<file path="src/hw/rtl/tps_pkg.sv">
// ----------------------------------------------------------------------------
// tps_pkg: shared types and constants of the TPS signalling decoder
// Frame layout, sample widths, symbol event and snapshot types, BCH table.
// ----------------------------------------------------------------------------
package tps_pkg;

  localparam int MaxCarriers = 128;
  localparam int SampleBits  = 16;
  localparam int AddrW       = $clog2(MaxCarriers);
  localparam int CntW        = $clog2(MaxCarriers + 1);
  localparam int VoteW       = CntW + 1;
  localparam int ProdW       = 2 * SampleBits;
  localparam int FrameBits   = 68;
  localparam int LastIndex   = 67;
  localparam int FillW       = 7;
  localparam int BchInBits   = 53;
  localparam int BchParBits  = 14;

  // Sync word, bit n of the constant is window position n.
  localparam logic [16:1] SyncBits = 16'b0111_0111_1010_1100;

  typedef struct packed {
    logic has_bit;
    logic bit_val;
  } ev_t;

  typedef struct packed {
    logic       lock_seen;
    logic       frame_valid;
    logic [6:0] sym_pos;
    logic [1:0] constellation;
    logic [2:0] hp_code_rate;
    logic [2:0] lp_code_rate;
    logic [1:0] guard_code;
    logic       transmission_mode;
    logic [1:0] hierarchy_code;
    logic [1:0] frame_num;
    logic [7:0] cell_id;
  } snap_t;

  // Syndrome contribution of each window bit 1..53 to the parity register.
  // Slice (i-1) of the result belongs to window position i.
  function automatic logic [BchInBits*BchParBits-1:0] bch_table();
    logic [BchInBits*BchParBits-1:0] tab;
    logic [BchParBits-1:0] r;
    logic fb;
    tab = '0;
    for (int i = 1; i <= BchInBits; i++) begin
      r = '0;
      for (int j = 1; j <= BchInBits; j++) begin
        fb = (j == i) ^ r[0];
        r  = r >> 1;
        r[13] = r[13] | fb;
        r[12] = r[12] ^ fb;
        r[11] = r[11] ^ fb;
        r[9]  = r[9] ^ fb;
        r[8]  = r[8] ^ fb;
        r[7]  = r[7] ^ fb;
        r[5]  = r[5] ^ fb;
        r[4]  = r[4] ^ fb;
      end
      tab[(i-1)*BchParBits +: BchParBits] = r;
    end
    return tab;
  endfunction

  localparam logic [BchInBits*BchParBits-1:0] BchTab = bch_table();

endpackage

</file>
<file path="src/hw/rtl/tps_evq.sv">
// ----------------------------------------------------------------------------
// tps_evq: symbol event queue
// Two-entry queue of symbol events between the front end and the frame engine.
// ----------------------------------------------------------------------------
module tps_evq import tps_pkg::*; (
  input  logic clk_i,
  input  logic rst_ni,
  input  logic wr_i,
  input  ev_t  wdata_i,
  output logic full_o,
  input  logic rd_i,
  output ev_t  rdata_o,
  output logic empty_o
);

  ev_t        slot_q [2];
  logic       wp_q, rp_q;
  logic [1:0] cnt_q;
  logic       do_wr, do_rd;

  assign full_o  = (cnt_q == 2'd2);
  assign empty_o = (cnt_q == 2'd0);
  assign do_wr   = wr_i & ~full_o;
  assign do_rd   = rd_i & ~empty_o;
  assign rdata_o = slot_q[rp_q];

  always_ff @(posedge clk_i) begin
    if (do_wr) begin
      slot_q[wp_q] <= wdata_i;
    end
  end

  always_ff @(posedge clk_i or negedge rst_ni) begin
    if (!rst_ni) begin
      wp_q  <= 1'b0;
      rp_q  <= 1'b0;
      cnt_q <= '0;
    end else begin
      if (do_wr) wp_q <= ~wp_q;
      if (do_rd) rp_q <= ~rp_q;
      cnt_q <= cnt_q + {1'b0, do_wr} - {1'b0, do_rd};
    end
  end

endmodule

</file>
<file path="config.mk">
export PLATFORM = sky130hd
export DESIGN_NAME = tps_evq
export DESIGN_NICKNAME = d
export VERILOG_FILES = /design/src/hw/rtl/tps_pkg.sv /design/src/hw/rtl/tps_evq.sv
export SDC_FILE = /design/constraint.sdc
export NUM_CORES = 1
export LEC_CHECK = 0
export BUFFER_PORTS_ARGS = -buffer_cell sky130_fd_sc_hd__buf_4
export CAP_MARGIN = 20
export CORE_AREA = 4 4 41 43
export CTS_BUF_LIST = sky130_fd_sc_hd__clkbuf_8
export CTS_CLUSTER_DIAMETER = 120
export DETAILED_ROUTE_END_ITERATION = 6
export DIE_AREA = 0 0 45 47
export HOLD_SLACK_MARGIN = 0.15
export PLACE_DENSITY_LB_ADDON = 0.12
export SLEW_MARGIN = 10
export SYNTH_ARGS = -nofsm -noshare
export SYNTH_HDL_FRONTEND = slang
export SYNTH_SLANG_ARGS = --single-unit
</file>
<file path="constraint.sdc">
create_clock -name clk_i -period 4.74 [get_ports clk_i]
set_clock_uncertainty 0.1 [all_clocks]
set_input_delay 0.237 -clock clk_i [delete_from_list [all_inputs] [get_ports clk_i]]
set_output_delay 0.237 -clock clk_i [all_outputs]
set_load 0.01 [all_outputs]
</file>
# Word level (Yosys, flattened, before mapping)
# Memories as Yosys holds them, arrays and structs flattened.
# Cells that the tools add are included.
[classes]
n_addsub = 2
multipliers = 0
n_div = 0
magnitude_cmp = 0
eq_ne = 1
shift = 0
muxes = 2
bitwise_logic = 6
n_reduce_logical = 1
[op_table]
columns = ["operator", "count"]
rows = [
  ["$not 1->1", 4],
  ["$add 2x1->2", 1],
  ["$and 1x1->1", 2],
  ["$eq 2x2->1 const B", 1],
  ["$logic_not 2->1", 1],
  ["$mux 1", 2],
  ["$sub 2x1->2", 1],
]
[word_totals]
ff_bits = 4
latch_bits = 0
mem_bits_rw = 4
romBits = 0
out_inout_bits = 4
wordCells = 16
memories = 1
[mem_list]
columns = ["name", "depth", "word_bits", "read_ports", "rd_clocked_by_memory_dff", "write_ports", "line", "source"]
rows = [
  ["slot_q", 2, 2, 1, 0, 1, "tps_evq.sv:16", "ev_t slot_q [2];"],
]

# Logic depth before layout (Yosys ltp)
[depth]
word_depth = 5
depth_mapped = 7
depth_no_buf = 7

# Worst setup path before layout
# No wires, ideal clock.
[synth_path]
kind = "reg-to-reg"
start = "reg cnt_q[1]"
end = "reg cnt_q[1]"
setup_ps = 123
t_arrival_ps = 1431
path_slack_ps = 3086
path_stages_with_launch = 8
path_buffers = 0
synth_period_minus_slack_ps = 1654
cell_sequence = "dfrtp_1 -> nor2_1 -> nor2b_2 -> ha_1 -> inv_1 -> ha_1 -> xnor2_1 -> xnor2_1"
[synth_lines]
columns = ["element", "line", "source"]
rows = [
  ["start, declared", "tps_evq.sv:18", "logic [1:0] cnt_q;"],
  ["start signal, assigned", "tps_evq.sv:41", "cnt_q <= cnt_q + {1'b0, do_wr} - {1'b0, do_rd};"],
  ["$logic_not 2->1", "tps_evq.sv:22", "assign empty_o = (cnt_q == 2'd0);"],
  ["net empty_o", "tps_evq.sv:13", "output logic empty_o"],
  ["$not 1->1", "tps_evq.sv:24", "assign do_rd = rd_i & ~empty_o;"],
  ["$and 1x1->1", "tps_evq.sv:24", ""],
  ["net do_rd", "tps_evq.sv:19", "logic do_wr, do_rd;"],
  ["$sub 2x1->2", "tps_evq.sv:41", ""],
]
# The timed path passes the listed nets, and every way through them passes these cells.
# A chain may end at the register's enable or synchronous reset.

# Worst setup path in the final report
[layout_path]
start = "reg cnt_q[1]"
end = "reg cnt_q[1]"
[layout_via]
elab_chain_len = 5
[layout_rtl]
columns = ["element", "line", "source"]
rows = [
  ["$eq 2x2->1", "tps_evq.sv:21", "assign full_o = (cnt_q == 2'd2);"],
  ["$not 1->1", "tps_evq.sv:23", "assign do_wr = wr_i & ~full_o;"],
  ["$and 1x1->1", "tps_evq.sv:23", ""],
  ["$add 2x1->2", "tps_evq.sv:41", ""],
  ["$sub 2x1->2 *", "tps_evq.sv:41", ""],
]
# Every way passes the cells marked *; elsewhere a longest branch is shown, timed or not.

==> metrics.md <==
| Metric | Value |
|---|---|
| Outcome | `complete, no violations` |
| Layout cell share with drive strength beyond 1 | `roughly 38%` |
| CP startpoint kind | `flop` |
| TritonCTS Buffers | `3` |
| P&R area growth vs syn | `46.0%` |
| Number of gates resized after cts | `0` |
| CTS tree | `built` |
| Clock transition at the registers of the reported paths | `approximately 0.04 ns` |
| Static leakage | `roughly 0.23 nW` |
| Library cells used by synthesis | `12` |
| Global-route wire length before repair | `between 1 and 1.5 mm` |
| Clock period minus worst slack | `~1.6 ns` |
| Final WL | `between 600 and 700 um` |
| GRT busiest layer | `met2` |
| Final hold viol count | `0` |
| Mapped Area | `~340 sq um` |
| Grt total ovfl | `0` |
| ANT nets after route | `0` |
| Hpwl dp | `between 400 and 500 um` |
| Period utilization | `between 30% and 40%` |
| Post-Syn Nets | `32` |
| Setup TNS after final layout | `0 ns` |
| Critical-path maximum fanout | `3` |
| Gr usage total | `7.99%` |
| Worst hold margin | `about 0.25 ns` |
| GP Congestion | `about 0.71` |
| Number of global-route vias before repair | `around 260` |
| Yosys warns | `0` |
| DIE AREA | `between 2000 and 2500 sq um` |
| Port bufs | `9` |
| Final Max Tran Viols | `0` |
| 1st-pass router iterations | `1` |
| Met3 GRT Util | `between 2 and 2.5%` |
| Worst slew pin tran | `0.207 ns` |
| Hold Crit Class | `input port to async pin` |
| Register area share after synthesis | `64.2%` |
| Mapped Cells | `24` |
| First DRT Iteration DRCs | `0` |
| Number of setup buffers added after CTS | `0` |
| Clk buf depth | `2` |
| Met1 global-route usage | `approximately 8.0%` |
| Vias per Instance | `roughly 4.1` |
| CP Data Arrival Time | `1.68 ns` |
| Tot Pwr | `~0.31 mW` |
| Core ar. | `~1300 sq um` |
| Initial antenna violation count | `0` |
| Wire length per cell | `roughly 12 um` |
| Post-route DRC violation count | `0` |
| Worst-Skew Late Latency | `roughly 0.22 ns` |
| Met2 GRT Util | `between 10 and 15%` |
| Row cnt | `13` |
| I/O pin count | `10` |
| CP max-delay cell | `dfrtp_1` |
| Syn_area_per_cell | `14.3 sq um` |
| Worst rel slew slack | `86.1%` |
| Die X | `approximately 45 um` |
| Fin nets | `about 50` |
| RSZ-0062 raised after global routing | `no` |
| Critical Path Sink Type | `flop` |
| Largest net degree at the start of global routing | `5` |
| Max Cap Viol | `0` |
| CP required | `roughly 4.8 ns` |
| H-tree depth | `1` |
| CTS root buffer | `clkbuf_8` |
| Initial Util | `a little over a quarter` |
| Diodes inserted | `0` |
| Die height | `around 47 um` |
| Maximum vdd drop | `between 0.2 and 0.25 mV` |
| Crit path largest cell delay | `0.40 ns` |
| #FFs+latches synth | `8` |
| CP Cell Sequence | `nand2b_1 > nand2_1 > ha_1 > inv_1 > ha_1 > xnor2_1 > xnor2_1` |
| Fmax | `between 600 and 700 MHz` |
| CP Class | `flop to flop` |
| CTS sink count | `8` |
| PD cells | `between 600 and 700 nW/um^2` |
| Setup violators final | `0` |
| Vias | `222` |
-- cells in the mapped netlist --
master	n	area [sq um]
nor2b_2	1	8.76
nand2b_1	1	6.26
nor2_1	2	7.51
mux2_2	2	22.5
nand2_1	1	3.75
xor2_1	1	8.76
edfxtp_1	4	120
inv_1	2	7.51
ha_1	2	25.0
xnor2_1	3	26.3
and3_1	1	6.26
dfrtp_1	4	100
-- critical path, delay by kind of cell (launching register included) --
| kind | cells | cell delay, ns |
|---|---|---|
| flip-flops | 1 | 0.40 |
| XOR/XNOR | 2 | 0.30 |
| AND/OR/NAND/NOR | 2 | 0.25 |
| adder cells (fa/ha/maj) | 2 | 0.47 |
| buffers and inverters | 1 | 0.04 |
-- routing by layer --
layer / vias to the layer above / share of wire, %
li1: 111 / -
met1: 104 / 41
met2: 5 / 52
met3: 2 / 5.7
met4: 0 / 1.6
met5: - / 0
-- logic make-up after synthesis --
kind of cell | synth area share, %
xor gates and xnor gates | 10.2
adders and majority gates | 7.30
buffers and inverters | 2.19
DFF | 64.2
muxes | 6.57
and+or+nand+nor | 9.49
-- report_power, final --
group | switching, mW | internal [mW] | leakage (nW)
clock network | 0.0246 | 0.0548 | 0.0216
logic | 0.0517 | 0.0635 | 0.122
registers | 0.0175 | 0.102 | 0.0838
total | 0.0937 | 0.221 | 0.227
-- through the flow --
| stage | util (%) | cells | area (sq um) | worst slack [ns] |
|---|---|---|---|---|
| after floorplan | - | 24 | 343 | 3.09 |
| after global placement | 33.0 | 48 | 429 | 3.10 |
| after detailed placement | 33.0 | 48 | 429 | 3.10 |
| after CTS | 38.5 | 54 | 500 | 3.09 |
| after global routing | 38.5 | 54 | 500 | 2.96 |
| final | 38.5 | 54 | 500 | 3.10 |
-- layout by cell type, fill, tap and decap left out --
cell type	count
clkbuf_8	3
xor2_1	1
nor2_1	2
nand2_1	1
dfrtp_1	4
dlygate4sd3_1	3
and3_1	1
nand2b_1	1
ha_1	2
xnor2_1	3
buf_4	9
nor2b_2	1
inv_1	2
mux2_2	2
edfxtp_1	4
-- sequential cells by signal, summed over array words and instances, names as in the netlist --
register and flops:
slot_q 4, cnt_q 2, rp_q 1, wp_q 1
-- what timing repair did --
item,in CTS,in global routing
hold endpoints to repair,8,0
endpoints found under the setup margin,0,0
hold buffers,3,0
-- path summary, 6_finish.rpt --
path / startpoint / endpoint / slack [ns] / cells after the start
max in group asynchronous: rst_ni / rp_q / 4.18 / 2
min: rst_ni / wp_q / 0.25 / 2
min reg2reg: wp_q / wp_q / 0.39 / 1
max: cnt_q[1] / cnt_q[1] / 3.10 / 7
max reg2reg: cnt_q[1] / cnt_q[1] / 3.10 / 7
min in group clk_i: wr_i / wp_q / 0.26 / 3
-- layout make-up --
type | count | area, sq um
Multi-Input combinational cell | 14 | 115
Clock buffer | 3 | 41.3
Inverter | 2 | 7.51
Sequential cell | 8 | 220
Fill cell | 145 | 801
Tap cell | 15 | 18.8
Timing Repair Buffer | 12 | 97.6
Power figures use the tool's default switching activity.
