`config.mk`:
```
export PLATFORM = sky130hd
export DESIGN_NAME = tps_back
export DESIGN_NICKNAME = d
export VERILOG_FILES = /design/src/hw/rtl/tps_pkg.sv /design/src/hw/rtl/tps_back.sv
export SDC_FILE = /design/constraint.sdc
export NUM_CORES = 1
export LEC_CHECK = 0
export ABC_AREA = 1
export BUFFER_PORTS_ARGS = -buffer_cell sky130_fd_sc_hd__buf_4
export CELL_PAD_IN_SITES_DETAIL_PLACEMENT = 0
export CELL_PAD_IN_SITES_GLOBAL_PLACEMENT = 1
export CORE_MARGIN = 5
export CORE_UTILIZATION = 40
export CTS_BUF_LIST = sky130_fd_sc_hd__clkbuf_4 sky130_fd_sc_hd__clkbuf_8
export DETAILED_ROUTE_END_ITERATION = 6
export GPL_TIMING_DRIVEN = 0
export PLACE_DENSITY = 0.75
export SETUP_SLACK_MARGIN = 0.5
export SLEW_MARGIN = 20
export SYNTH_ARGS = -nofsm -noshare
export SYNTH_HDL_FRONTEND = slang
export SYNTH_SLANG_ARGS = --single-unit
```
`constraint.sdc`:
```
create_clock -name clk_i -period 5.5 [get_ports clk_i]
set_input_delay 0.275 -clock clk_i [delete_from_list [all_inputs] [get_ports clk_i]]
set_output_delay 0.275 -clock clk_i [all_outputs]
set_load 0.005 [all_outputs]
```
`src/hw/rtl/tps_pkg.sv`:
```
// ----------------------------------------------------------------------------
// tps_pkg: shared types and constants of the TPS signalling decoder
// Frame layout, sample widths, symbol event and snapshot types, BCH table.
// ----------------------------------------------------------------------------
package tps_pkg;

  localparam int MaxCarriers = 128;
  localparam int SampleBits  = 16;
  localparam int AddrW       = $clog2(MaxCarriers);
  localparam int CntW        = $clog2(MaxCarriers + 1);
  localparam int VoteW       = CntW + 1;
  localparam int ProdW       = 2 * SampleBits;
  localparam int FrameBits   = 68;
  localparam int LastIndex   = 67;
  localparam int FillW       = 7;
  localparam int BchInBits   = 53;
  localparam int BchParBits  = 14;

  // Sync word, bit n of the constant is window position n.
  localparam logic [16:1] SyncBits = 16'b0111_0111_1010_1100;

  typedef struct packed {
    logic has_bit;
    logic bit_val;
  } ev_t;

  typedef struct packed {
    logic       lock_seen;
    logic       frame_valid;
    logic [6:0] sym_pos;
    logic [1:0] constellation;
    logic [2:0] hp_code_rate;
    logic [2:0] lp_code_rate;
    logic [1:0] guard_code;
    logic       transmission_mode;
    logic [1:0] hierarchy_code;
    logic [1:0] frame_num;
    logic [7:0] cell_id;
  } snap_t;

  // Syndrome contribution of each window bit 1..53 to the parity register.
  // Slice (i-1) of the result belongs to window position i.
  function automatic logic [BchInBits*BchParBits-1:0] bch_table();
    logic [BchInBits*BchParBits-1:0] tab;
    logic [BchParBits-1:0] r;
    logic fb;
    tab = '0;
    for (int i = 1; i <= BchInBits; i++) begin
      r = '0;
      for (int j = 1; j <= BchInBits; j++) begin
        fb = (j == i) ^ r[0];
        r  = r >> 1;
        r[13] = r[13] | fb;
        r[12] = r[12] ^ fb;
        r[11] = r[11] ^ fb;
        r[9]  = r[9] ^ fb;
        r[8]  = r[8] ^ fb;
        r[7]  = r[7] ^ fb;
        r[5]  = r[5] ^ fb;
        r[4]  = r[4] ^ fb;
      end
      tab[(i-1)*BchParBits +: BchParBits] = r;
    end
    return tab;
  endfunction

  localparam logic [BchInBits*BchParBits-1:0] BchTab = bch_table();

endpackage

```
`src/hw/rtl/tps_back.sv`:
```
// ----------------------------------------------------------------------------
// tps_back: frame engine
// Bit window, frame check, lock tracking and the result buffer.
// ----------------------------------------------------------------------------
module tps_back import tps_pkg::*; (
  input  logic  clk_i,
  input  logic  rst_ni,
  input  logic  ev_empty_i,
  input  ev_t   ev_i,
  output logic  ev_rd_o,
  input  logic  pop,
  output logic  empty,
  output snap_t res_o
);

  logic [FrameBits-1:0] win_q, win_d;
  logic [FillW-1:0]     fill_q, fill_d;
  logic                 lock_q, lock_d;
  snap_t                snap_q, snap_d, fresh;
  logic [6:0]           idx_d;
  logic [BchParBits-1:0] syn;
  logic                 take, do_check, sync_ok, legal, pass;

  snap_t      ob_q [2];
  logic       wp_q, rp_q, ob_pop;
  logic [1:0] ob_cnt_q;

  assign take    = ~ev_empty_i & (ob_cnt_q != 2'd2);
  assign ev_rd_o = take;

  always_comb begin
    win_d  = win_q;
    fill_d = fill_q;
    if (fill_q < FillW'(FrameBits)) begin
      win_d[fill_q] = ev_i.bit_val;
      fill_d        = fill_q + 1'b1;
    end else begin
      win_d = {ev_i.bit_val, win_q[FrameBits-1:1]};
    end
  end

  always_comb begin
    syn = '0;
    for (int i = 1; i <= BchInBits; i++) begin
      if (win_d[i]) syn = syn ^ BchTab[(i-1)*BchParBits +: BchParBits];
    end
  end

  assign sync_ok = (win_d[16:1] == SyncBits) || (win_d[16:1] == ~SyncBits);
  assign legal   = ({win_d[25], win_d[26]} != 2'd3) && !win_d[27] &&
                   ({win_d[30], win_d[31], win_d[32]} <= 3'd4) &&
                   ({win_d[33], win_d[34], win_d[35]} <= 3'd4) && !win_d[38];
  assign pass    = (fill_d == FillW'(FrameBits)) && sync_ok && legal &&
                   (win_d[67:54] == syn);

  always_comb begin
    fresh.lock_seen         = 1'b1;
    fresh.frame_valid       = 1'b1;
    fresh.sym_pos           = 7'(LastIndex);
    fresh.constellation     = {win_d[25], win_d[26]};
    fresh.hp_code_rate      = {win_d[30], win_d[31], win_d[32]};
    fresh.lp_code_rate      = {win_d[33], win_d[34], win_d[35]};
    fresh.guard_code        = {win_d[36], win_d[37]};
    fresh.transmission_mode = win_d[39];
    fresh.hierarchy_code    = {win_d[28], win_d[29]};
    fresh.frame_num         = {win_d[23], win_d[24]};
    fresh.cell_id           = {win_d[40], win_d[41], win_d[42], win_d[43],
                               win_d[44], win_d[45], win_d[46], win_d[47]};
  end

  always_comb begin
    snap_d = snap_q;
    lock_d = lock_q;
    idx_d  = snap_q.sym_pos;
    if (lock_q) begin
      idx_d = (snap_q.sym_pos == 7'(LastIndex)) ? '0 : snap_q.sym_pos + 1'b1;
    end
    snap_d.sym_pos = idx_d;
    do_check = !lock_q || (idx_d == 7'(LastIndex));
    if (do_check && pass) begin
      snap_d = fresh;
      lock_d = 1'b1;
    end else if (do_check && lock_q) begin
      snap_d.frame_valid = 1'b0;
      lock_d = 1'b0;
    end
    if (!ev_i.has_bit) begin
      snap_d = snap_q;
      lock_d = lock_q;
    end
  end

  always_ff @(posedge clk_i or negedge rst_ni) begin
    if (!rst_ni) begin
      win_q  <= '0;
      fill_q <= '0;
      lock_q <= 1'b0;
      snap_q <= '0;
    end else if (take) begin
      lock_q <= lock_d;
      snap_q <= snap_d;
      if (ev_i.has_bit) begin
        win_q  <= win_d;
        fill_q <= fill_d;
      end
    end
  end

  // Result buffer: two entries so that a stalled reader does not stop the engine until both are full.
  assign empty  = (ob_cnt_q == 2'd0);
  assign ob_pop = pop & ~empty;
  assign res_o  = ob_q[rp_q];

  always_ff @(posedge clk_i) begin
    if (take) begin
      ob_q[wp_q] <= snap_d;
    end
  end

  always_ff @(posedge clk_i or negedge rst_ni) begin
    if (!rst_ni) begin
      wp_q     <= 1'b0;
      rp_q     <= 1'b0;
      ob_cnt_q <= '0;
    end else begin
      if (take)   wp_q <= ~wp_q;
      if (ob_pop) rp_q <= ~rp_q;
      ob_cnt_q <= ob_cnt_q + {1'b0, take} - {1'b0, ob_pop};
    end
  end

endmodule

```
[Word-level counts from Yosys, hierarchy flattened]
Memory sizes are Yosys's and may differ from the RTL's.
Index checks and enable logic that the tools add are counted.
Cells by class
  equal/unequal tests: 8
  $lt $le $gt $ge: 5
  bitwise logic cells: 58
  add/sub/neg operators: 4
  reductions and logical operators: 19
  muxes and demuxes: 69
Operators by type and width (number)
  $mux W14: 27
  $mux W13: 13
  $not A9 Y9: 14
  $not A8 Y8: 11
  $mux W12: 7
  $bwmux W68: 1
  $mux W68: 1
  $not A6 Y6: 9
  $mux W11: 4
  $not A7 Y7: 6
  $mux W32: 1
  $mux W30: 1
  $not A5 Y5: 6
  $eq A7 B7 Y1 const B: 3
  $mux W7: 3
  $mux W10: 2
  $not A10 Y10: 2
  $eq A16 B15 Y1 const B: 1
  $eq A16 B16 Y1 const B: 1
  $not A4 Y4: 4
  $add A7 B1 Y7 const B: 2
  $eq A14 B14 Y1: 1
  $logic_and A1 B1 Y1: 10
  $lt A7 B8 Y1 const B: 1
  other kinds (16): 32
Storage, ports and cells
  register bits after elaboration: 112
  output and inout port bits: 34
  bits in writable memories: 64
  memories: 1
Memory list
  ob_q: words 2, width 32, read ports 1, clocked after Yosys merged registers in 0, write ports 1, RTL line tps_back.sv:24  | snap_t ob_q [2];

[Longest topological paths before layout]
Gate-level depths: netlist (run 1).
  depth after elaboration: 116
  mapped depth: 33

[Worst setup path after synthesis (run 1)]
No wires, ideal clock.
  path kind: register to register
  start point: reg fill_q[3]
  end point: mem ob_q[0][20] (netlist bit), data pin
  library setup time: 0.259 ns
  buffers on the path: 4
  path slack: 2.121 ns
  cell stages (with the launch flop): 28
  arrival: 3.120 ns
  cells stage by stage: dfrtp_1 -> nor2_4 -> nand3_1 -> nand2_2 -> buf_6 -> buf_2 -> nand3_1 -> o21ai_4 -> inv_2 -> ha_1 -> xnor2_1 -> nand3_1 -> nand2_1 -> inv_1 -> nand2_1 -> nand2_1 -> nand2_1 -> inv_1 -> nor2_1 -> nand3_1 -> nor2_1 -> nand2_1 -> nor2_4 -> nand3_4 -> buf_6 -> buf_6 -> nand2_1 -> o21ai_2
RTL lines
  from (decl): RTL line tps_back.sv:17  | logic [FillW-1:0] fill_q, fill_d;
  from (signal assigned): RTL line tps_back.sv:104  | fill_q <= fill_d;
  to (decl): RTL line tps_back.sv:24

==> Flow_metrics.wiki, run 1 <==
{| class="wikitable"
! Metric !! Value
|-
| Post-synthesis area per instance || 6.285 um2
|-
| Asr flop ratio synth || 63.43%
|-
| Final number of setup-violating endpoints || 0
|-
| Diode insertion count for antenna repair || 0
|-
| Crit path max fanout || 10
|-
| Required time at the endpoint of the critical path || 5700 ps
|-
| Number of DRC markers in iteration 0 || 1,760
|-
| Number of instances in the placed design || 2,804
|-
| Worst max-slew margin expressed relative to the limit || 43.53%
|-
| Number of clock sinks seen by CTS || 175
|-
| Area added between synthesis and finish || 9.518%
|-
| Die ar. || 0.04009 mm2
|-
| Number of warnings reported in the yosys synthesis log || 0
|-
| Placeable core area || 0.03566 mm2
|-
| Post-CTS setup buffer count || 0
|-
| Unrepaired setup endpoints after global routing || no
|-
| Clock network latency to the later pin of the worst-skew pair || 510 ps
|-
| Maxcap violations || 0
|-
| Post-Place Cell Area || 0.01542 mm2
|-
| Leftover overflow at the end of global routing || 0
|-
| Final Hold Violating Endpoints || 0
|-
| Min setup slack post-route || 770.4 ps
|-
| CP arrival || 4930 ps
|-
| Status || complete, no violations
|-
| HP Class || primary input to flop
|-
| Max Root-Sink Buffers || 2
|-
| Post-synth EDFFs || 64
|-
| Launch point of the worst path || fill_q[3]
|-
| Fraction of the yosys area taken by sequential cells || 32.47%
|-
| Type of the setup path with the least slack || flop to flop
|-
| Vias in the first global route || 13,940
|-
| Average via count per standard cell || 5.333
|-
| Detailed-route DRC error count || 0
|-
| R2R cell count || 25
|-
| Critical path depth in cells || 25
|-
| Minimum setup slack among reg-to-reg paths || 770 ps
|-
| Post-Syn Instances || 2,303
|-
| Synthesized Nets || 2,315
|-
| Final GP Congestion || 0.9629
|-
| Number of standard cells in the final layout excluding fillers || 2,837
|-
| Endpoint of the worst register-to-register path || ob_q[1][28]
|-
| Crit path max-delay cell type || dfrtp_1
|-
| Cell at the root of the clock tree || clkbuf_8
|-
| Total routed wirelength || 58.42 mm
|-
| Starting density of the core || 40.59%
|-
| First-pass GRT wire length || 87.89 mm
|-
| Number of synthesized register bits || 175
|-
| Clk pin slew, worst setup/hold paths || 120 ps
|-
| Synth cell types || 44
|-
| Setup Slack @ Placement || 716.5 ps
|-
| Number of I/O port buffers || 37
|-
| Category of cells accounting for the largest share of critical-path delay || simple AND/OR/NAND/NOR gates
|-
| Worst setup path end || ob_q[1][28]
|-
| Top flip-flop cell by instance count after synthesis || dfrtp_1
|-
| Die height || 200.2 um
|-
| Critical Path Sink Type || flop
|-
| Final antenna-violating net count || 0
|-
| Horizontal die dimension || 200.2 um
|-
| Fin. max-slew vios || 0
|-
| Post-route setup TNS || 0 ps
|-
| Most frequent CP cell || nand2_1
|-
| Number of top-level design ports || 40
|-
| Nets || 2,375
|-
| Number of antenna violations at the first check in global routing || 0
|-
| Worst flop-to-flop path startpoint || fill_q[3]
|-
| Max Clock Skew || 28.80 ps
|-
| Global-route total usage across every layer || 28.64%
|-
| Inserted Clock Buffers || 17
|-
| Maximum number of pins on one net before global-route repair || 66
|-
| Kind of start point of the critical path || flop
|-
| Final routed wire length divided by cell count || 20.59 um
|-
| H-tree lvl count || 4
|-
| Critical path's largest stage delay || 480 ps
|-
| Max Freq || 211.4 MHz
|-
| Total via count in the routed design || 15,130
|-
| Proportion of layout cells with a drive suffix above 1 || 9.596%
|-
| Slew at the pin closest to its max-slew limit || 847.1 ps
|-
| Floorplan row count || 69
|-
| Mapped cell area || 0.01447 mm2
|-
| Post-route minimum period || 4730 ps
|-
| Buf+Inv Stages, Crit Path || 4
|-
| Final worst path period share || 85.99%
|-
| Final non-filler cell area || 0.01585 mm2
|-
| Dpl hpwl || 45.08 mm
|-
| Clock tree from TritonCTS || built
|-
| Pre-antenna DRT Iters || 7
|}
-- repair_timing --
item | 4_1_cts | 5_1_grt
endpoints found under the hold margin | 46 | 0
gates resized for setup | 0 | 2
endpoints found under the setup margin | 0 | 38
hold buffers | 1 | 0
-- cells in the mapped netlist (all sizes together), types with 2 or more instances --
cell       n  area, um2
xor2      60      533.0
edfxtp    64       1922
buf       60      442.9
nand3    283       1444
dfrtp    111       2778
nand4     19      133.9
clkbuf    34      127.6
nor2      79      341.6
ha         6      75.07
xnor2     45      394.1
o22ai      2      12.51
o311ai     3      26.28
nand2   1092       4184
nor3       6      30.03
a31oi      3      18.77
clkinv     4      15.01
a21oi      5      25.02
nor4       3      18.77
or2       17      106.4
nand3b    11      82.58
inv      234      880.9
o21ai    159      859.6
-- flip-flops by register name, indices dropped and copies added, names as in the netlist --
signal    count
rp_q          1
ob_cnt_q      2
snap_q       32
ob_q         64
fill_q        7
wp_q          1
lock_q        1
win_q        67
-- metal layers --
| metal | wire [um] | global-route usage, % | part of all wire, % |
|---|---|---|---|
| met5 | 0 | 0 | 0 |
| met1 | 25620 | 39.87 | 44 |
| met4 | 2746 | 10.87 | 4.7 |
| met2 | 25430 | 45.28 | 44 |
| met3 | 4630 | 4.269 | 7.9 |
-- final cells by class --
class / count / area (um2)
Clock buffer: 17 / 234.0
Fill cell: 3848 / 19800
Sequential cell: 175 / 4700
Timing Repair Buffer: 41 / 366.6
Buffer: 94 / 570.5
Multi-Input combinational cell: 1796 / 8332
Inverter: 238 / 895.9
Clock inverter: 15 / 176.4
Tap cell: 461 / 576.8
-- tightest hold or removal path, cell delays in order --
cell,delay [ps]
buf_4,110
o21ai_0,150
xor2_1,90
-- placed cells by master (no fill, tap or decap), drive strengths merged, types with 19 or more instances in the layout --
master / n
nand3: 283
edfxtp: 64
buf: 100
nand4: 19
xor2: 60
nor2: 79
inv: 244
nand2: 1092
dfrtp: 111
xnor2: 45
o21ai: 159
clkbuf: 51
-- metrics by stage --
| stage | hold WS [ps] | utilization, % |
|---|---|---|
| after floorplan | -20.59 | - |
| after global placement | 435.1 | 42.99 |
| after detailed placement | 253.7 | 43.25 |
| after CTS | 180.1 | 44.43 |
| after global routing | 199.3 | 44.46 |
| final | 180.6 | 44.46 |
-- cells by family (layout without fill, tap and decap cells) --
| kind of cell | Yosys count | after routing | share of synthesized area [%] |
|---|---|---|---|
| XOR/XNOR | 105 | 105 | 6.406 |
| buffers and inverters | 332 | 405 | 10.13 |
| AND/OR/NAND/NOR | 1510 | 1510 | 43.81 |
| flip-flops | 175 | 175 | 32.47 |
| adder cells (fa/ha/maj) | 6 | 6 | 0.5187 |
| AO/OA/AOI/OAI | 175 | 175 | 6.665 |
-- worst min-delay path by stage --
stage | from | endpoint | slack [ps] | cells after the start
after floorplan | rst_ni | fill_q[0] | -20 | 0
after global placement | snap_q[31] | snap_q[31] | 440 | 2
after detailed placement | rst_ni | win_q[12] | 250 | 1
after CTS | pop | rp_q | 180 | 3
after global routing | pop | rp_q | 200 | 3
final | pop | rp_q | 180 | 3
Power of run 1 is not shown: default switching activity piles up to over one toggle a cycle in this logic, so the estimate is an artifact.
==> run 2: changes to the inputs <==
- ABC_AREA: 1 -> 0
- PLACE_DENSITY: 0.75 -> 0.69
==> Flow_metrics.wiki, run 2 <==
{| class="wikitable"
! Metric !! Value
|-
| Status || complete, no violations
|-
| Detailed-route DRC error count || 0
|-
| Final antenna-violating net count || 0
|-
| Number of I/O port buffers || 39
|-
| Final Hold Violating Endpoints || 0
|-
| Cell at the root of the clock tree || clkbuf_8
|-
| Most frequently used cell type in the post-synthesis netlist || nand2_1
|-
| Most common library cells after synthesis || nand2_1, dfrtp_1, xnor2_1
|-
| Critical path's largest stage delay || 490 ps
|-
| Placeable core area || 0.02870 mm2
|-
| Main area contributors after synthesis || dfrtp_1, edfxtp_1, xnor3_1, xnor2_1, nand2_1
|-
| Total routed wirelength || 37.61 mm
|-
| Most frequent CP cell || buf_4
|-
| Maxcap violations || 0
|-
| Fin. max-slew vios || 0
|-
| Top register by number of flip-flops || win_q
|-
| Crit path max fanout || 10
|-
| Synthesized Nets || 1,150
|-
| Leftover overflow at the end of global routing || 0
|-
| Buf+Inv Stages, Crit Path || 5
|-
| CP arrival || 5130 ps
|-
| Post-Syn Instances || 1,138
|-
| Largest register FFs || 67
|-
| Max Root-Sink Buffers || 2
|-
| Required time at the endpoint of the critical path || 5730 ps
|-
| Category of cells accounting for the largest share of critical-path delay || compound AO/OA/AOI/OAI gates
|-
| Mapped cell area || 0.01162 mm2
|-
| Crit path max-delay cell type || dfrtp_2
|-
| Fraction of the yosys area taken by sequential cells || 40.43%
|-
| Floorplan row count || 62
|-
| Clock network latency to the later pin of the worst-skew pair || 490 ps
|-
| Number of standard cells in the final layout excluding fillers || 1,655
|-
| Clock tree from TritonCTS || built
|-
| Nets || 1,270
|-
| Number of DRC markers in iteration 0 || 874
|-
| Final routed wire length divided by cell count || 22.72 um
|-
| Dpl hpwl || 25.96 mm
|-
| Kind of start point of the critical path || flop
|-
| Worst max-slew margin expressed relative to the limit || 33.16%
|-
| Number of clock sinks seen by CTS || 175
|-
| Final GP Congestion || 0.9251
|-
| Unrepaired setup endpoints after global routing || yes
|-
| Inserted Clock Buffers || 17
|-
| Number of antenna violations at the first check in global routing || 1
|-
| Maximum number of pins on one net before global-route repair || 60
|-
| Die height || 180.5 um
|-
| Post-route minimum period || 4903 ps
|-
| Diode insertion count for antenna repair || 0
|-
| Post-synth EDFFs || 64
|-
| First-pass GRT wire length || 56.35 mm
|-
| Top flip-flop cell by instance count after synthesis || dfrtp_1
|-
| Max Clock Skew || 22.27 ps
|-
| Horizontal die dimension || 180.5 um
|-
| Die ar. || 0.03257 mm2
|-
| Clk pin slew, worst setup/hold paths || 120 ps
|-
| Total via count in the routed design || 9,304
|-
| Vias in the first global route || 8,983
|-
| Type of the setup path with the least slack || flop to flop
|-
| Number of instances in the placed design || 1,564
|-
| Largest registers || win_q x67, ob_q x64, snap_q x32
|-
| Critical Path Sink Type || flop
|-
| Area added between synthesis and finish || 21.46%
|-
| Final worst path period share || 89.15%
|-
| Asr flop ratio synth || 63.43%
|-
| Max Freq || 203.9 MHz
|-
| Number of synthesized register bits || 175
|-
| Average via count per standard cell || 5.622
|-
| Cells along the critical path || o41a_1, buf_4, buf_6, buf_4, a21oi_1, a21oi_4, xnor2_1, xnor2_2, xnor3_1, xor2_1, or3_1, a222oi_1, buf_4, nand3_4, buf_6, mux2_4
|-
| Post-synthesis area per instance || 10.21 um2
|-
| Final number of setup-violating endpoints || 0
|-
| Slew at the pin closest to its max-slew limit || 1003 ps
|-
| Global-route total usage across every layer || 22.60%
|-
| Cell type with the highest aggregate area in the netlist || dfrtp_1
|-
| H-tree lvl count || 4
|-
| Pre-antenna DRT Iters || 7
|-
| Proportion of layout cells with a drive suffix above 1 || 29.27%
|-
| Starting density of the core || 40.50%
|-
| Most common cell after layout, fill and taps aside || nand2_1
|-
| Number of warnings reported in the yosys synthesis log || 0
|-
| Top library cells by usage in the layout, fill and taps aside || nand2_1, dfrtp_1, buf_4
|-
| Number of top-level design ports || 40
|-
| Fraction of post-synthesis cell area in the top cell type by area || 23.90%
|-
| HP Class || primary input to flop
|-
| Synth cell types || 69
|}
run 2: repair_timing:
action | CTS | global route
setup buffers | 21 | 37
pin swaps | 7 | 13
hold buffers | 1 | 0
hold endpoints to repair | 58 | 0
resized for setup | 77 | 101
endpoints found under the setup margin | 97 | 79
run 2: worst paths after layout:
kind	start	to	slack [ps]	cells after the start
min in group asynchronous	rst_ni	ob_cnt_q[1]	310	2
hold / removal	pop	rp_q	180	3
setup reg to reg	fill_q[3]	ob_q[1][12]	600	16
max in group asynchronous	rst_ni	fill_q[1]	4440	3
hold reg to reg	snap_q[31]	snap_q[31]	490	1
setup / recovery	fill_q[3]	ob_q[1][12]	600	16
run 2: kinds of logic after synthesis:
| logic type | synth area share (%) |
|---|---|
| flip-flops | 40.43 |
| multiplexers | 8.321 |
| AO/OA/AOI/OAI | 12.09 |
| buffers and inverters | 4.101 |
| AND/OR/NAND/NOR | 15.91 |
| XOR/XNOR | 18.50 |
| adder cells (fa/ha/maj) | 0.6458 |
run 2: final cells by class:
class                      instances  area [um2]
buffer                            78       511.7
clock buffer                      18       241.5
clock inverter                    14       167.7
fill                            2683       14580
inverter                           7       26.28
multi-input combinational        878        7152
sequential                       175        4705
tap                              384       480.5
timing repair buffer             101       834.6
run 2: per-layer routing:
| metal | up-vias | track usage [%] | share of wire (%) |
|---|---|---|---|
| met5 | - | 0 | 0 |
| li1 | 4222 | - | - |
| met4 | 0 | 7.260 | 3.2 |
| met3 | 77 | 4.945 | 8.4 |
| met1 | 4603 | 31.92 | 44 |
| met2 | 402 | 34.77 | 45 |
run 2: through the flow:
step | setup TNS [ps] | worst slack (ps) | cell area (um2) | utilization, % | hold slack (ps)
2_1_floorplan | 0 | 954.6 | 11620 | - | -20.59
3_3_place_gp | -22030 | -371.8 | 12400 | 43.19 | 445.7
3_5_place_dp | -19770 | -343.1 | 12490 | 43.50 | 295.0
4_1_cts | 0 | 514.6 | 13420 | 46.74 | 171.4
5_1_grt | 0 | 423.8 | 14120 | 49.19 | 206.6
6_report | 0 | 596.6 | 14120 | 49.19 | 183.3
run 2: tightest hold or removal path: stages:
cell	delay, ps
buf_4	70
nor2b_1	190
xor2_1	90
Power of run 2 is left out for the same reason.
==> run 3: changes to the inputs <==
- clock period: 5.5 -> 6.1 ns (I/O delays scaled with it)
==> Flow_metrics.wiki, run 3 (synthesis results as in run 2) <==
{| class="wikitable"
! Metric !! Value
|-
| Status || finished, violations left
|-
| Violated checks || DRC
|-
| Leftover overflow at the end of global routing || 0
|-
| Max Root-Sink Buffers || 2
|-
| Horizontal die dimension || 180.5 um
|-
| Launch point of the worst path || fill_q[6]
|-
| Largest register FFs || 67
|-
| Final antenna-violating net count || 0
|-
| Startpoint of the worst hold path || pop
|-
| Detailed-route DRC error count || 1
|-
| Die ar. || 0.03257 mm2
|-
| Critical path's largest stage delay || 520 ps
|-
| HP Class || primary input to flop
|-
| Type of the setup path with the least slack || flop to flop
|-
| Dpl hpwl || 25.96 mm
|-
| Inserted Clock Buffers || 17
|-
| Largest registers || win_q x67, ob_q x64, snap_q x32
|-
| Crit path max-delay cell type || dfrtp_1
|-
| Setup Slack @ Placement || 256.9 ps
|-
| Final non-filler cell area || 0.01297 mm2
|-
| Cell at the root of the clock tree || clkbuf_8
|-
| Pre-antenna DRT Iters || 7
|-
| Max Clock Skew || 24.39 ps
|-
| Number of top-level design ports || 40
|-
| Total via count in the routed design || 8,980
|-
| Placeable core area || 0.02870 mm2
|-
| Vias in the first global route || 8,690
|-
| Worst max-slew margin expressed relative to the limit || 34.00%
|-
| Final GP Congestion || 0.9251
|-
| Die height || 180.5 um
|-
| Max Freq || 183.3 MHz
|-
| Nets || 1,213
|-
| Post-route setup TNS || 0 ps
|-
| Clk pin slew, worst setup/hold paths || 110 ps
|-
| Floorplan row count || 62
|-
| Post-route minimum period || 5456 ps
|-
| Required time at the endpoint of the critical path || 6330 ps
|-
| H-tree lvl count || 4
|-
| Maximum number of pins on one net before global-route repair || 60
|-
| Critical Path Sink Type || flop
|-
| Maxcap violations || 0
|-
| Cells along the critical path || buf_6, o41a_1, buf_4, buf_6, buf_4, clkbuf_1, a21oi_1, a21oi_1, xor2_1, xnor2_1, xnor3_1, xor2_1, or3_1, a222oi_1, buf_4, nand3_2, buf_6, mux2_4
|-
| Diode insertion count for antenna repair || 0
|-
| Starting density of the core || 40.50%
|-
| Final worst path period share || 89.45%
|-
| Crit path max fanout || 10
|-
| Area added between synthesis and finish || 11.55%
|-
| Total routed wirelength || 36.39 mm
|-
| Unrepaired setup endpoints after global routing || no
|-
| Number of I/O port buffers || 39
|-
| Clock network latency to the later pin of the worst-skew pair || 490 ps
|-
| Slew at the pin closest to its max-slew limit || 990.0 ps
|-
| Top register by number of flip-flops || win_q
|-
| Clock tree from TritonCTS || built
|-
| Kind of start point of the critical path || flop
|-
| Min setup slack post-route || 643.8 ps
|-
| First-pass GRT wire length || 54.70 mm
|-
| Worst flop-to-flop path startpoint || fill_q[6]
|-
| Category of cells accounting for the largest share of critical-path delay || buffers and inverters
|-
| Number of DRC markers in iteration 0 || 918
|-
| Number of clock sinks seen by CTS || 175
|-
| Final number of setup-violating endpoints || 0
|-
| Buf+Inv Stages, Crit Path || 7
|-
| Final Hold Violating Endpoints || 0
|-
| Global-route total usage across every layer || 22.14%
|-
| Post-Place Cell Area || 0.01249 mm2
|-
| Top library cells by usage in the layout, fill and taps aside || nand2_1, dfrtp_1, xnor2_1
|-
| Most common cell after layout, fill and taps aside || nand2_1
|-
| Final routed wire length divided by cell count || 22.77 um
|-
| Number of antenna violations at the first check in global routing || 1
|-
| CP arrival || 5680 ps
|-
| Average via count per standard cell || 5.620
|-
| Post-route worst hold slack || 216.8 ps
|-
| Proportion of layout cells with a drive suffix above 1 || 19.28%
|-
| Fin. max-slew vios || 0
|}
[run 3: cell types whose count changed in the layout (fill, tap and decap cells not counted), moves of 12 or more]
cell,previous run,this run
a21oi_1,68,85
a21oi_2,16,31
a21oi_4,32,0
buf_4,101,45
o21ai_0,61,81
o21ai_1,13,1
xnor2_1,78,95
xnor2_2,19,4
[run 3: worst paths after layout]
path	endpoint	slack (ps)	cells after the start
min in group asynchronous	ob_cnt_q[1]	340	2
hold reg to reg	snap_q[31]	490	1
setup / recovery	ob_q[1][12]	640	18
hold / removal	rp_q	220	3
setup reg to reg	ob_q[1][12]	640	18
max in group asynchronous	win_q[15]	5030	3
[run 3: final cells by class]
class,count,area [um2]
Fill cell,2751,15740
Clock inverter,14,167.7
Tap cell,384,480.5
Inverter,7,26.28
Timing Repair Buffer,44,381.6
Sequential cell,175,4700
Multi-Input combinational cell,878,6516
Buffer,78,452.9
Clock buffer,18,241.5
[run 3: metal layers]
metal / part of all wire [%] / global-route usage [%]
met1: 44 / 30.87
met2: 45 / 34.10
met3: 8.6 / 5.551
met4: 2.7 / 6.897
met5: 0 / 0
[run 3: timing repair]
action                     CTS  global route
hold endpoints to repair    58             0
pin swaps                    0             1
hold buffers                 1             0
buffers inserted             0             1
setup endpoints to repair   76            84
gates resized for setup     10             5
[run 3: per-stage QoR]
step	cells	utilization, %
detailed placement	1564	43.50
finish	1598	45.17
floorplan	1138	-
CTS	1597	45.09
global route	1598	45.17
global placement	1561	43.19
[run 3: worst register-to-register path, cell delays in order, from the launching register on]
cell      delay [ps]
dfrtp_1          520
buf_6            210
o41a_1           190
buf_4            210
buf_6            200
buf_4            240
clkbuf_1         510
a21oi_1          100
a21oi_1          420
xor2_1           260
xnor2_1          160
xnor3_1          270
xor2_1           200
or3_1            360
a222oi_1         330
buf_4            190
nand3_2          230
buf_6            280
mux2_4           310
Power of run 3 is left out for the same reason.
